$ cat src/sv/nrtl_ram.sv
// Generic single-port-write, single-port-read RAM with registered read data.
module nrtl_ram #(
  parameter int WIDTH = 8,
  parameter int DEPTH = 64
) (
  input  logic                     clk_i,
  input  logic                     we_i,
  input  logic [$clog2(DEPTH)-1:0] waddr_i,
  input  logic [WIDTH-1:0]         wdata_i,
  input  logic [$clog2(DEPTH)-1:0] raddr_i,
  output logic [WIDTH-1:0]         rdata_o
);

  logic [WIDTH-1:0] mem_q [DEPTH];

  always_ff @(posedge clk_i) begin
    if (we_i) begin
      mem_q[waddr_i] <= wdata_i;
    end
    rdata_o <= mem_q[raddr_i];
  end

endmodule

$ cat config.mk
export PLATFORM = sky130hd
export DESIGN_NAME = nrtl_ram
export DESIGN_NICKNAME = d
export VERILOG_FILES = /design/src/sv/nrtl_ram.sv
export SDC_FILE = /design/constraint.sdc
export NUM_CORES = 1
export LEC_CHECK = 0
export BUFFER_PORTS_ARGS = -buffer_cell sky130_fd_sc_hd__buf_2
export CAP_MARGIN = 20
export CORE_MARGIN = 2
export CORE_UTILIZATION = 34
export DETAILED_ROUTE_END_ITERATION = 8
export GPL_TIMING_DRIVEN = 0
export PLACE_DENSITY = 0.53
export SLEW_MARGIN = 20
export SYNTH_ARGS = -nofsm -noshare
export SYNTH_HDL_FRONTEND = slang
export SYNTH_SLANG_ARGS = --single-unit
$ cat constraint.sdc
create_clock -name clk_i -period 1.7 [get_ports clk_i]
set_input_delay 0.085 -clock clk_i [delete_from_list [all_inputs] [get_ports clk_i]]
set_output_delay 0.085 -clock clk_i [all_outputs]
set_load 0.1 [all_outputs]
==> implementation parameters <==
Parameter                              Value

Route
  Vias after detailed routing    9,735
  Routed length per instance    27.9 um
  Drc violations    0
  Routed via count divided by cell count    5.31
  Count of antenna-violating nets left after detailed routing    0
  Number of DRC markers after the initial detailed-route iteration    898
  Amount of wire on met3 after detailed routing    3450 um
  Routed met2 length    23,500 um
  Routed length on met1    22,700 um
  Total iterations of the first detailed-routing run    5
  Routed wire length    51,100 um
  Highest routed layer    met5

Worst hold path
  Tightest Hold Check Type    primary input to flip-flop
  Hold-critical path endpoint    mem_q[39][4]$_DFFE_PP_
  HP Start    wdata_i[4]
  Worst Hold Path Cells    1

Clock tree
  Maximum buffer depth of the clock tree    3
  Clock insertion delay at the later pin of the skew report    600 ps
  Root buffer cell    sky130_fd_sc_hd__clkbuf_16
  Count of H-tree levels built during CTS    2
  CTS tree    yes
  Clock buffer count from CTS    52
  Clock-pin slew of the registers on the worst-case setup and hold paths    60 ps
  TritonCTS Sinks    520

Yosys
  Count of mapped cells out of synthesis    940
  Mean instance size in the synthesized netlist    21.5 um^2
  Synth top area share    76.2%
  Yosys Warn Count    0
  Number of enable flip-flop cells after synthesis    512
  Synth Net Count    962
  Commonest cells in the netlist    sky130_fd_sc_hd__edfxtp_1 (512), sky130_fd_sc_hd__mux4_2 (126), sky130_fd_sc_hd__nor2_1 (83)
  Synth Flop Type    sky130_fd_sc_hd__edfxtp_1
  Distinct cell type count of the synthesized netlist    40
  Biggest area consumer among synthesized cells    sky130_fd_sc_hd__edfxtp_1
  Count of state elements after synthesis    520
  Most frequent cell after synthesis    sky130_fd_sc_hd__edfxtp_1
  Portion of the post-synthesis area used by sequential elements    77.0%
  Leading cell types by total area after synthesis    sky130_fd_sc_hd__edfxtp_1 (76%), sky130_fd_sc_hd__mux4_2 (14%), sky130_fd_sc_hd__nor2_1 (1.5%)
  Share of flip-flops with an asynchronous set or reset after synthesis    0%
  Summed instance area of the synthesized netlist    20,200 um^2

Place
  GP Congestion    0.817
  I/O Buffers    21
  Placed wire-length estimate after detailed placement    32,400 um
  Placed cell areas    21,300 um^2
  Worst-case setup slack after placement    -1420 ps

Critical path
  Start of the worst register-to-register path    mem_q[35][5]$_DFFE_PP_
  Kind of critical path    flip-flop to flip-flop
  Most used cell along the critical path    sky130_fd_sc_hd__mux4_2
  CP required    2140 ps
  Crit path max-delay cell type    sky130_fd_sc_hd__mux4_2
  Count of cells along the worst register-to-register path    4
  Kind of start point of the critical path    flip-flop
  Kind of capture point of the worst setup path    flip-flop
  End of the worst register-to-register path    rdata_o[5]$_DFF_P_
  Crit path arrival time    2440 ps
  Flop-to-flop setup slack    -290 ps
  Stage delay of the slowest cell on the critical path    590 ps
  Crit path buf inv count    0
  Critical path, cell by cell    mux4_2, mux4_2, o21ai_4, o41ai_4
  Worst-path fanout max    1
  Largest delay share family, worst path    multiplexers

Floorplanning
  Number of core rows    89
  Core Box Area    58,800 um^2
  Starting Density    34.3%
  DIE HEIGHT    248 um
  Die X    248 um
  Die footprint    61,300 um^2
  Number of placed I/O pins    30

Outcome
  Status    finished with violations
  Violations in the final reports    negative setup slack

Final layout
  Fill cells    5,310
  Utilization after layout    39.9%
  Total inserted antenna cells    0
  Footprint of the multi-input gates    4800 um^2
  # nets final    1,043
  Post-Layout Inst Area    23,500 um^2
  Total area of sequential cells    15,500 um^2
  Synthesis-to-layout area growth    16.4%
  Share of post-route cells with drive strength above 1    34.5%

Power and ir drop
  Pleak    7.15 nW
  Power per unit of standard cell area    1160 nW/um^2
  Worst IR Drop VDD    0.778 mV

STA
  Hold slack final    30.2 ps
  Final max-slew violation count    0
  Unrepaired setup endpoints after global routing    yes
  Max Freq    501 MHz
  Number of setup violations in the final report    16
  Slew headroom    38.5%
  Worst-Margin Slew    920 ps
  Setup WS post-layout    -295 ps
  Share of the clock period used by the worst path    117%
  Endpoints failing hold    0
  Clock skew    20.3 ps
  Clock period minus worst slack    1990 ps

Flow run
  Max cap viols    0

Global route
  Pin count of the biggest net entering global routing    65
  First-pass GRT wire length    72,700 um
  Antenna violations before repair    1
  Vias in the first global route    10,094
  Congestion Overflow GR    0
  Global router's overall resource usage    17.0%
[power by group]
group	leakage [nW]	total, W	internal [W]	switching (W)
Sequential	4.67	0.0142	0.0142	0.0000302
Clock	0.797	0.0111	0.00641	0.00474
Combinational	1.68	0.00176	0.000568	0.00119
Total	7.15	0.0271	0.0212	0.00596
[layout by cell type (no fill, tap or decap), types with 4 or more instances in the layout]
master / instances
sky130_fd_sc_hd__nand2b_1: 7
sky130_fd_sc_hd__nor3_2: 4
sky130_fd_sc_hd__clkinv_2: 9
sky130_fd_sc_hd__clkbuf_1: 20
sky130_fd_sc_hd__nand3_2: 4
sky130_fd_sc_hd__o221ai_1: 7
sky130_fd_sc_hd__bufinv_16: 4
sky130_fd_sc_hd__nand3_1: 9
sky130_fd_sc_hd__edfxtp_1: 512
sky130_fd_sc_hd__nand2_1: 19
sky130_fd_sc_hd__buf_2: 21
sky130_fd_sc_hd__clkbuf_2: 8
sky130_fd_sc_hd__clkbuf_16: 53
sky130_fd_sc_hd__a211oi_1: 4
sky130_fd_sc_hd__nor2b_1: 14
sky130_fd_sc_hd__buf_4: 26
sky130_fd_sc_hd__nor2_1: 24
sky130_fd_sc_hd__buf_6: 6
sky130_fd_sc_hd__mux2_2: 11
sky130_fd_sc_hd__nor2_4: 10
sky130_fd_sc_hd__mux2i_1: 23
sky130_fd_sc_hd__dfxtp_1: 8
sky130_fd_sc_hd__o22ai_1: 6
sky130_fd_sc_hd__nor2_2: 49
sky130_fd_sc_hd__clkinv_1: 12
sky130_fd_sc_hd__mux4_2: 126
[cell type report]
cell class	count	share of cell area, %
repair buffers	27	0.794
clock inverters	27	0.960
well taps	773	4.12
multi-input cells	369	20.5
clock buffers	66	5.99
flip-flops and latches	520	66.2
plain buffers	51	1.48
[kinds of logic (layout without fill, tap and decap cells)]
kind of cell,Yosys count,count (layout),synth area share [%]
AO/OA/AOI/OAI,54,54,2.07
buffers and inverters,51,171,1.57
flip-flops,520,520,77.0
multiplexers,162,162,15.9
AND/OR/NAND/NOR,153,153,3.39
[registers in the layout, summed over array words and instances (netlist names)]
register and cells:
rdata_o 8, mem_q 512
[timing repair]
item | in CTS | in global routing
gates resized for setup | 89 | 44
setup endpoints to repair | 288 | 300
pin swaps | 2 | 4
buffers inserted | 0 | 2
endpoints found under the hold margin | 2 | 0
hold buffers | 1 | 0
gates cloned | 0 | 0
[routing by layer]
metal  GRT usage [%]  vias to the layer above
met3            4.10                       87
li1                -                     4107
met5           0.795                        -
met4            5.55                        2
met1            23.8                     5222
met2            26.2                      317
[per-stage QoR]
| step | instances | setup TNS (ps) | total power [W] |
|---|---|---|---|
| 3_3_place_gp | 1734 | -316060 | 0.0161 |
| 5_1_grt | 1833 | -5300 | 0.0279 |
| 2_1_floorplan | 940 | 0 | 0.0154 |
| 6_report | 1833 | -2350 | 0.0271 |
| 4_1_cts | 1831 | -16480 | 0.0273 |
| 3_5_place_dp | 1737 | -337530 | 0.0161 |
[worst max-delay path by stage]
stage	slack, ps	startpoint	cells past startpoint	to
finish	-290	mem_q[35][5]$_DFFE_PP_	4	rdata_o[5]$_DFF_P_
global route	-310	mem_q[35][5]$_DFFE_PP_	4	rdata_o[5]$_DFF_P_
global placement	-1430	raddr_i[2]	7	rdata_o[3]$_DFF_P_
CTS	-270	mem_q[15][0]$_DFFE_PP_	5	rdata_o[0]$_DFF_P_
detailed placement	-1420	raddr_i[2]	7	rdata_o[3]$_DFF_P_
floorplan	7	raddr_i[1]	7	rdata_o[3]$_DFF_P_
(Power assumes the default switching activity.)
